==> config.mk <==
export PLATFORM = sky130hd
export DESIGN_NAME = ght_ram
export DESIGN_NICKNAME = d
export VERILOG_FILES = /design/src/design/generational_handle_table_core_assert.svh /design/src/design/ght_ram.sv
export SDC_FILE = /design/constraint.sdc
export NUM_CORES = 1
export LEC_CHECK = 0
export BUFFER_PORTS_ARGS = -buffer_cell sky130_fd_sc_hd__buf_2
export CAP_MARGIN = 20
export CORE_MARGIN = 2
export CORE_UTILIZATION = 54
export CTS_CLUSTER_SIZE = 8
export DETAILED_ROUTE_END_ITERATION = 8
export GPL_ROUTABILITY_DRIVEN = 0
export HOLD_SLACK_MARGIN = 0.03
export PLACE_DENSITY = 0.86
export SETUP_SLACK_MARGIN = 0.4
export SLEW_MARGIN = 10
export SYNTH_ARGS = -nofsm -noshare
export SYNTH_HDL_FRONTEND = slang
export SYNTH_SLANG_ARGS = --single-unit
==> constraint.sdc <==
create_clock -name clk -period 1.6 [get_ports clk]
set_input_delay 0.16 -clock clk [delete_from_list [all_inputs] [get_ports clk]]
set_output_delay 0.16 -clock clk [all_outputs]
set_load 0.05 [all_outputs]
==> src/design/generational_handle_table_core_assert.svh <==
// assertion macros for the generational handle table core
// depends on a clk and an active-low rst_n in the including scope
`ifndef GENERATIONAL_HANDLE_TABLE_CORE_ASSERT_SVH
`define GENERATIONAL_HANDLE_TABLE_CORE_ASSERT_SVH

// same-cycle implication, checked out of reset
`define GHT_ASSERT_NOW(lbl, ante, cons) \
    lbl: assert property (@(posedge clk) disable iff (!rst_n) (ante) |-> (cons)) \
        else $error("handle table assertion failed");

// next-cycle implication, checked out of reset
`define GHT_ASSERT_NEXT(lbl, ante, cons) \
    lbl: assert property (@(posedge clk) disable iff (!rst_n) (ante) |=> (cons)) \
        else $error("handle table assertion failed");

`endif

==> src/design/ght_ram.sv <==
// generic single-write, single-read synchronous ram with registered read
// no dependencies
module ght_ram #(
    parameter int WIDTH = 8,
    parameter int DEPTH = 16
) (
    input  logic                     clk,
    input  logic                     wr_en,
    input  logic [$clog2(DEPTH)-1:0] wr_addr,
    input  logic [WIDTH-1:0]         wr_data,
    input  logic [$clog2(DEPTH)-1:0] rd_addr,
    output logic [WIDTH-1:0]         rd_data
);

    logic [WIDTH-1:0] mem_reg [DEPTH];
    logic [WIDTH-1:0] rd_data_reg;

    // write port and registered read port
    always_ff @(posedge clk)
    begin
        if (wr_en)
        begin
            mem_reg[wr_addr] <= wr_data;
        end
        rd_data_reg <= mem_reg[rd_addr];
    end

    assign rd_data = rd_data_reg;

endmodule

# [After elaboration in Yosys (flattened, before gate mapping)]
# Memories as Yosys holds them, arrays and structs flattened. A register that Yosys moved wholly into a read port is not among the register bits.
# Index checks and enable logic that the tools add are counted.
# W data, S select, Z words.
[op_classes] mux=2
[ops] cell="$mux W1" count=2
[totals] memories=1 ff_bits=0 ram_bits=128
[memory_table] memory="mem_reg" words=16 word_bits=8 read_ports=1 rd_clocked_by_memory_dff=1 wr=1 line="ght_ram.sv:15" rtl="logic [WIDTH-1:0] mem_reg [DEPTH];"

# [Depth between registers and ports, before layout]
# Gate-level depths: netlist of the first run.
[depth] ltp_word=2 ltp_mapped=5 ltp_nobuf=3

# [Least setup slack after synthesis of the first run]
# Ideal clock, no wire load.
[synth_path] kind="input port to flip-flop" startpoint="input port wr_addr[2]" endpoint="memory mem_reg[0][0] (enable)" required_time_ns=1.217 path_stages=2 path_slack_ns=-0.053 n_path_buf=0 t_arrival_ns=1.270 setup_ns=0.383 cell_sequence="or3b_2 nor3_1"
[synth_lines] item="start, declared" line="ght_ram.sv:9" rtl="input logic [$clog2(DEPTH)-1:0] wr_addr,"
[synth_lines] item="end, declared" line="ght_ram.sv:15"
# Straight into the memory's write port.

==> out/results.ini, run 1 <==
[synthesis]
synth.distinct_cells=19
synthesis.nets=247
ys_seq_elements=136
synthesis.area_per_instance_sq_um=22.5
netlist_area_sq_um=5150
synthesis.yosys.warnings=0
post_synth_inst_count=229
synth_sequential_area_ratio_pct=77.8

[drt]
firstDrtPassIters=5
post_drt_wl_per_cell_microns=23.8
detail-route-antenna-nets=0
drt-vias-per-instance=5.84
detailroute.via_count=2529
wl_microns=10300
drcViolationCount=0
first_iter_violations=180

[clock_tree]
clock_insertion_delay_worst_skew_ns=0.51
clock_tree_sinks=136
postCtsSetupRepairBufs=0
register_clock_pin_slew_on_the_reported_worst_setup_and_hold_paths_ns=0.06
clock-root-buffer=sky130_fd_sc_hd__clkbuf_8
cts-buffers-inserted=17
clk_path_buf_depth=2
cts.htree.levels=4
tritoncts=done

[cells_and_area]
final_core_util_pct=67.9
final.fill_count=549
largest_register_ffs=128
area_growth_pct=21.9
drive_gt1_share_pct=43.9
fin_nets=308

[timing]
fmaxAchievable_mhz=768
setup_violations=0
tightestPinTransition_ns=0.489
skew_ns=0.00504
period_minus_slack_ns=1.30
timing_max_transition_violations_final=0
period_share_pct=81.3
relSlewSlack_pct=67.4
rsz0062_at_grt=yes
final-hold-violation-count=0
setup_tns_ns=0
timing.final.ws_setup_ns=0.298

[placed_design]
placement.setup.worst_slack_ns=0.0205
port-buffer-count=25
place_hpwl_microns=6210

[global_routing]
antenna_found_initial=1
top_usage_layer=met2
grt_pass1_vias=2584
gr_layer_usage_met3_pct=4.90
grt-ovfl-total=0
grt_util_met1_pct=29.6
wire_length_of_the_first_global_routing_pass_microns=15500
grt_use_met2_pct=34.3
groute.usage.overall_pct=21.7
largest_net_degree_at_the_start_of_global_routing=33

[floorplanning]
floorplan.die.width_microns=102
fp.dieArea_sq_um=10300
chipHeight_microns=102
core_sq_um=9240
top_level_pins=26
rows=35
floorplan.initialDensity_pct=55.7

[critical_path]
arrival_ns=1.69
top_cell_family_by_delay_on_the_critical_path=multiplexers
worst_path_max_delay_cell=sky130_fd_sc_hd__mux4_2
critical_path.n_buffers_inverters=0
critical_path.endpoint_type=flop
critical_path_peak_fanout=1
critical-path-max-stage-delay_ns=0.50
worst_path_required_time_ns=1.99
worst_setup_path_start_kind=flop
crit_chain=mux4_2 > a22oi_2 > nand2_1
timing.setup.critical_path_class=reg -> reg

[pwr]
ir_worst_vdd_v=0.000819
power_leakage_nw=2.09
power_density_nw_per_um2=1320

[flow_run]
maxCapViolations=0

[min_path]
min_path_type=in -> reg

[outcome]
outcome=finished clean

-- path summary, 6_finish.rpt --
check	startpoint	to	slack [ns]	cells past startpoint
worst max-delay path	mem_reg[8][0]	rd_data[0]	0.30	3
worst max register to register	mem_reg[8][0]	rd_data[0]	0.30	3
worst min-delay path	wr_data[6]	mem_reg[4][6]	0.05	1
worst min register to register	mem_reg[13][2]	rd_data[2]	0.67	3
-- per-stage QoR --
| step | hold WS [ns] | cells | instance area, sq um | power (mW) |
|---|---|---|---|---|
| 6_report | 0.0477 | 433 | 6280 | 8.28 |
| 5_1_grt | 0.0491 | 433 | 6280 | 8.47 |
| 4_1_cts | 0.0353 | 432 | 6250 | 8.31 |
| 3_5_place_dp | 0.553 | 396 | 5570 | 4.55 |
| 3_3_place_gp | 0.529 | 396 | 5570 | 4.53 |
| 2_1_floorplan | 0.259 | 229 | 5180 | 4.38 |
-- report_power, final --
part / internal [mW] / switching [mW]
combinational: 0.216 / 0.310
sequential: 3.99 / 0.0316
clock: 2.35 / 1.38
-- cell usage after synthesis, drive strengths merged --
cell,count,area share [%]
edfxtp,128,75
mux4,32,15
a22oi,16,2.3
nor2,13,0.95
nand2,9,0.66
dfxtp,8,3.1
buf,7,1.1
nor3,4,0.39
clkdlybuf4s25,3,0.58
nand2b,2,0.24
nand3b,2,0.29
and2,1,0.12
and2b,1,0.15
nand3,1,0.097
nor2b,1,0.12
or3b,1,0.17
-- cells by family (layout without fill, tap and decap cells) --
kind of cell | Yosys count | after routing | synth area share [%]
flops | 136 | 136 | 77.8
simple gates | 35 | 35 | 3.18
mux | 32 | 32 | 15.0
compound gates | 16 | 16 | 2.33
buf+inv | 10 | 84 | 1.68
other cells | 0 | 1 | 0
-- per-layer routing --
| layer | share of wire [%] | vias up | wire length [microns] |
|---|---|---|---|
| li1 | - | 1083 | - |
| met1 | 41 | 1324 | 4190 |
| met2 | 52 | 108 | 5360 |
| met3 | 6.0 | 14 | 621 |
| met4 | 1.4 | 0 | 147 |
| met5 | 0 | - | 0 |
-- placed cells by master, fill, tap and decap left out --
cell                            instances
sky130_fd_sc_hd__diode_2                1
sky130_fd_sc_hd__buf_12                 4
sky130_fd_sc_hd__nand3b_1               2
sky130_fd_sc_hd__clkbuf_8               1
sky130_fd_sc_hd__clkinv_1               2
sky130_fd_sc_hd__nor3_2                 3
sky130_fd_sc_hd__clkinv_2               4
sky130_fd_sc_hd__clkbuf_16             16
sky130_fd_sc_hd__bufinv_16              3
sky130_fd_sc_hd__or3b_4                 1
sky130_fd_sc_hd__clkbuf_1               1
sky130_fd_sc_hd__edfxtp_1             128
sky130_fd_sc_hd__nand3_1                1
sky130_fd_sc_hd__nor2b_1                1
sky130_fd_sc_hd__nor2_1                10
sky130_fd_sc_hd__a22oi_2               11
sky130_fd_sc_hd__buf_8                  1
sky130_fd_sc_hd__and2_1                 1
sky130_fd_sc_hd__buf_2                 17
sky130_fd_sc_hd__clkinvlp_4             3
sky130_fd_sc_hd__dfxtp_2                5
sky130_fd_sc_hd__a22oi_1                5
sky130_fd_sc_hd__nand2_1                9
sky130_fd_sc_hd__clkinv_4               2
sky130_fd_sc_hd__nor3_4                 1
sky130_fd_sc_hd__dlygate4sd3_1          4
sky130_fd_sc_hd__buf_4                 22
sky130_fd_sc_hd__nand2b_1               2
sky130_fd_sc_hd__dfxtp_1                3
sky130_fd_sc_hd__buf_6                  4
sky130_fd_sc_hd__mux4_2                32
sky130_fd_sc_hd__nor2_2                 3
sky130_fd_sc_hd__and2b_1                1
-- final cells by class --
cell class	count	area [sq um]	area share (%)
Clock inverter	14	158	2.51
Sequential cell	136	4010	63.9
Antenna cell	1	2.50	0.0399
Timing Repair Buffer	52	430	6.86
Multi-Input combinational cell	83	1100	17.5
Clock buffer	18	418	6.66
Tap cell	129	161	2.57
-- what timing repair did --
item	in CTS	in global routing
hold endpoints to repair	58	0
gates resized for setup	24	9
endpoints found under the setup margin	16	11
hold buffers	4	0
pin swaps	1	1
No activity file was read; power rests on OpenSTA's default activity.
==> inputs of run 2 (changes only) <==
--- a/config.mk
+++ b/config.mk
@@ -8,12 +8,12 @@
 export BUFFER_PORTS_ARGS = -buffer_cell sky130_fd_sc_hd__buf_2
 export CAP_MARGIN = 20
 export CORE_MARGIN = 2
-export CORE_UTILIZATION = 54
+export CORE_UTILIZATION = 57
 export CTS_CLUSTER_SIZE = 8
 export DETAILED_ROUTE_END_ITERATION = 8
 export GPL_ROUTABILITY_DRIVEN = 0
 export HOLD_SLACK_MARGIN = 0.03
-export PLACE_DENSITY = 0.86
+export PLACE_DENSITY = 0.87
 export SETUP_SLACK_MARGIN = 0.4
 export SLEW_MARGIN = 10
 export SYNTH_ARGS = -nofsm -noshare
==> constraint.sdc (replaced) <==
create_clock -name clk -period 1.3 [get_ports clk]
set_input_delay 0.13 -clock clk [delete_from_list [all_inputs] [get_ports clk]]
set_output_delay 0.13 -clock clk [all_outputs]
set_load 0.05 [all_outputs]
==> run 2 against run 1 <==
The run now ends with setup timing left. Via count rose by 3.3%. Count of clock-buffer cells in the layout unchanged. Cell area grew 4.8%. Non-clock buffer count grew 11. Clock power rose by 27%. Critical path depth unchanged. First-iteration DRC count up 74%. Sequential power rose by 23%.
==> out/results.ini, run 2 (same netlist as run 1, synthesis figures left out) <==
[clock_tree]
clock-root-buffer=sky130_fd_sc_hd__clkbuf_8
register_clock_pin_slew_on_the_reported_worst_setup_and_hold_paths_ns=0.06  ; about the same
postCtsSetupRepairBufs=0  ; unchanged
clock_tree_sinks=136  ; unchanged
cts.htree.levels=4  ; unchanged
clk_path_buf_depth=2  ; unchanged
cts-buffers-inserted=17  ; unchanged
clock_insertion_delay_worst_skew_ns=0.51  ; about the same
tritoncts=done

[drt]
first_iter_violations=314  ; +74%
drt-vias-per-instance=6.19  ; +6.0%
firstDrtPassIters=5  ; unchanged
wl_microns=11100  ; +7.4%
drcViolationCount=0  ; unchanged
detailroute.via_count=2612  ; +3.3%
detail-route-antenna-nets=0  ; unchanged
post_drt_wl_per_cell_microns=26.3  ; +10%

[cells_and_area]
layout_common_cells=sky130_fd_sc_hd__edfxtp_1, sky130_fd_sc_hd__mux4_2, sky130_fd_sc_hd__buf_4, sky130_fd_sc_hd__buf_2, sky130_fd_sc_hd__clkbuf_16
n_diodes=0  ; -1
layout_commonest_cell=sky130_fd_sc_hd__edfxtp_1
largest_register_ffs=128  ; unchanged
fin_nets=319  ; +3.6%
final.fill_count=421  ; -23%
drive_gt1_share_pct=49.0  ; +5.2 points
total_area_of_multi_input_combinational_cells_sq_um=1180  ; +8.1%
seqCellArea_sq_um=4020  ; +0.22%
area_growth_pct=27.8

[critical_path]
critical-path-max-stage-delay_ns=0.53  ; +0.03 ns
arrival_ns=1.72  ; +0.03 ns
critical_path.endpoint_type=flop
timing.setup.critical_path_class=reg -> reg
worst_setup_path_start_kind=flop
critical_path_peak_fanout=1  ; unchanged
r2r_slack_ns=-0.03  ; -0.33 ns
ff2ff_path_depth=3  ; unchanged
worst_r2r_endpoint=rd_data[5]
worst_path_max_delay_cell=sky130_fd_sc_hd__mux4_2
worst_r2r_startpoint=mem_reg[3][5]
crit_chain=mux4_2 > a22oi_2 > nand2_1
worst_path_required_time_ns=1.69  ; -0.30 ns

[timing]
skew_ns=0.00930  ; +0.00426 ns
timing.final.ws_setup_ns=-0.0281  ; -0.327 ns
period_minus_slack_ns=1.33  ; +0.0266 ns
tightestPinTransition_ns=0.936  ; +0.446 ns
relSlewSlack_pct=37.4  ; -30 points
timing_max_transition_violations_final=0  ; unchanged
fmaxAchievable_mhz=753  ; -2.0%
rsz0062_at_grt=yes
setup_violations=3  ; +3
hold_slack_ns=0.148  ; +0.100 ns
period_share_pct=102  ; +21 points
final-hold-violation-count=0  ; unchanged

[global_routing]
antenna_found_initial=0  ; -1
groute.usage.overall_pct=24.9  ; +3.2 points
largest_net_degree_at_the_start_of_global_routing=17  ; -48%
grt-ovfl-total=0  ; unchanged
grt_pass1_vias=2791  ; +8.0%
wire_length_of_the_first_global_routing_pass_microns=16900  ; +9.3%

[pwr]
ir_worst_vdd_v=0.00139  ; +70%
power_leakage_nw=2.18  ; +4.4%
design_power_total_mw=10.4  ; +26%
power_density_nw_per_um2=1590  ; +20%

[floorplanning]
rows=34  ; -2.9%
core_sq_um=8720  ; -5.6%
top_level_pins=26  ; unchanged
floorplan.die.width_microns=99.0  ; -2.6%
floorplan.initialDensity_pct=59.0  ; +3.3 points
fp.dieArea_sq_um=9810  ; -5.1%
chipHeight_microns=99.0  ; -2.6%

[min_path]
whs_endpoint=mem_reg[4][2]
hold_start=wr_addr[1]
min_path_type=in -> reg
whs_path_depth=3  ; +2

[placed_design]
port-buffer-count=25  ; unchanged
place_hpwl_microns=6680  ; +7.6%

[outcome]
outcome=complete, but fails checks
violations=setup timing

[flow_run]
maxCapViolations=0  ; unchanged

run 2: cell count changes in the layout (fill, tap and decap cells not counted), moves of 4 or more:
cell,change
sky130_fd_sc_hd__dlygate4sd3_1,+4
sky130_fd_sc_hd__clkinv_2,-4
sky130_fd_sc_hd__nor2_1,-9
sky130_fd_sc_hd__nor2_4,+7
sky130_fd_sc_hd__buf_6,-4
sky130_fd_sc_hd__buf_8,+7
sky130_fd_sc_hd__buf_12,+7
run 2: per-stage QoR:
stage	TNS (ns)	cells	setup WS (ns)	util, %	cell area [sq um]
floorplan	0	229	0.0670	-	5270
global placement	-2.48	382	-0.301	66.2	5770
detailed placement	-4.35	382	-0.317	66.2	5770
CTS	-0.00466	422	-0.00466	75.3	6570
global route	-0.193	422	-0.0631	75.5	6580
finish	-0.0635	422	-0.0281	75.5	6580
run 2: final cells by class:
cell class	instances	area share, %
sequential	136	61.1
timing repair buffer	63	9.85
clock inverter	14	2.66
tap	108	2.05
clock buffer	18	6.35
multi-input combinational	83	18.0
run 2: repair_timing:
item / CTS / global route
hold buffers: 8 / 0
pin swaps: 5 / 1
resized for setup: 41 / 3
hold endpoints to repair: 128 / 0
cloned: 0 / 0
setup endpoints to repair: 16 / 16
run 2: critical path: cells and delay by family (launching register included):
kind / cells / cell delay [ns]
simple gates: 1 / 0.08
compound gates: 1 / 0.19
flops: 1 / 0.41
mux: 1 / 0.53
run 2: layer usage:
metal	wire length [microns]	GRT usage [%]	vias up
met2	5820	40.1	130
met1	4240	34.1	1355
met5	0	0	-
met3	815	7.09	18
met4	200	6.74	0
li1	-	-	1109
run 2: worst max-delay path by stage:
stage                   startpoint       endpoint  slack (ns)  cells past startpoint
CTS                 mem_reg[11][4]     rd_data[4]      -0.005                      3
global route         mem_reg[3][5]     rd_data[5]       -0.06                      3
global placement        rd_addr[0]     rd_data[4]       -0.30                      6
detailed placement      rd_addr[0]     rd_data[4]       -0.32                      6
finish               mem_reg[3][5]     rd_data[5]       -0.03                      3
floorplan               wr_addr[2]  mem_reg[0][0]        0.07                      2
run 2: power by group:
part / internal (mW) / switching (mW) / leakage, nW
clock: 2.93 / 1.80 / 0.272
sequential: 4.91 / 0.0485 / 1.23
combinational: 0.338 / 0.420 / 0.688
total: 8.18 / 2.27 / 2.18
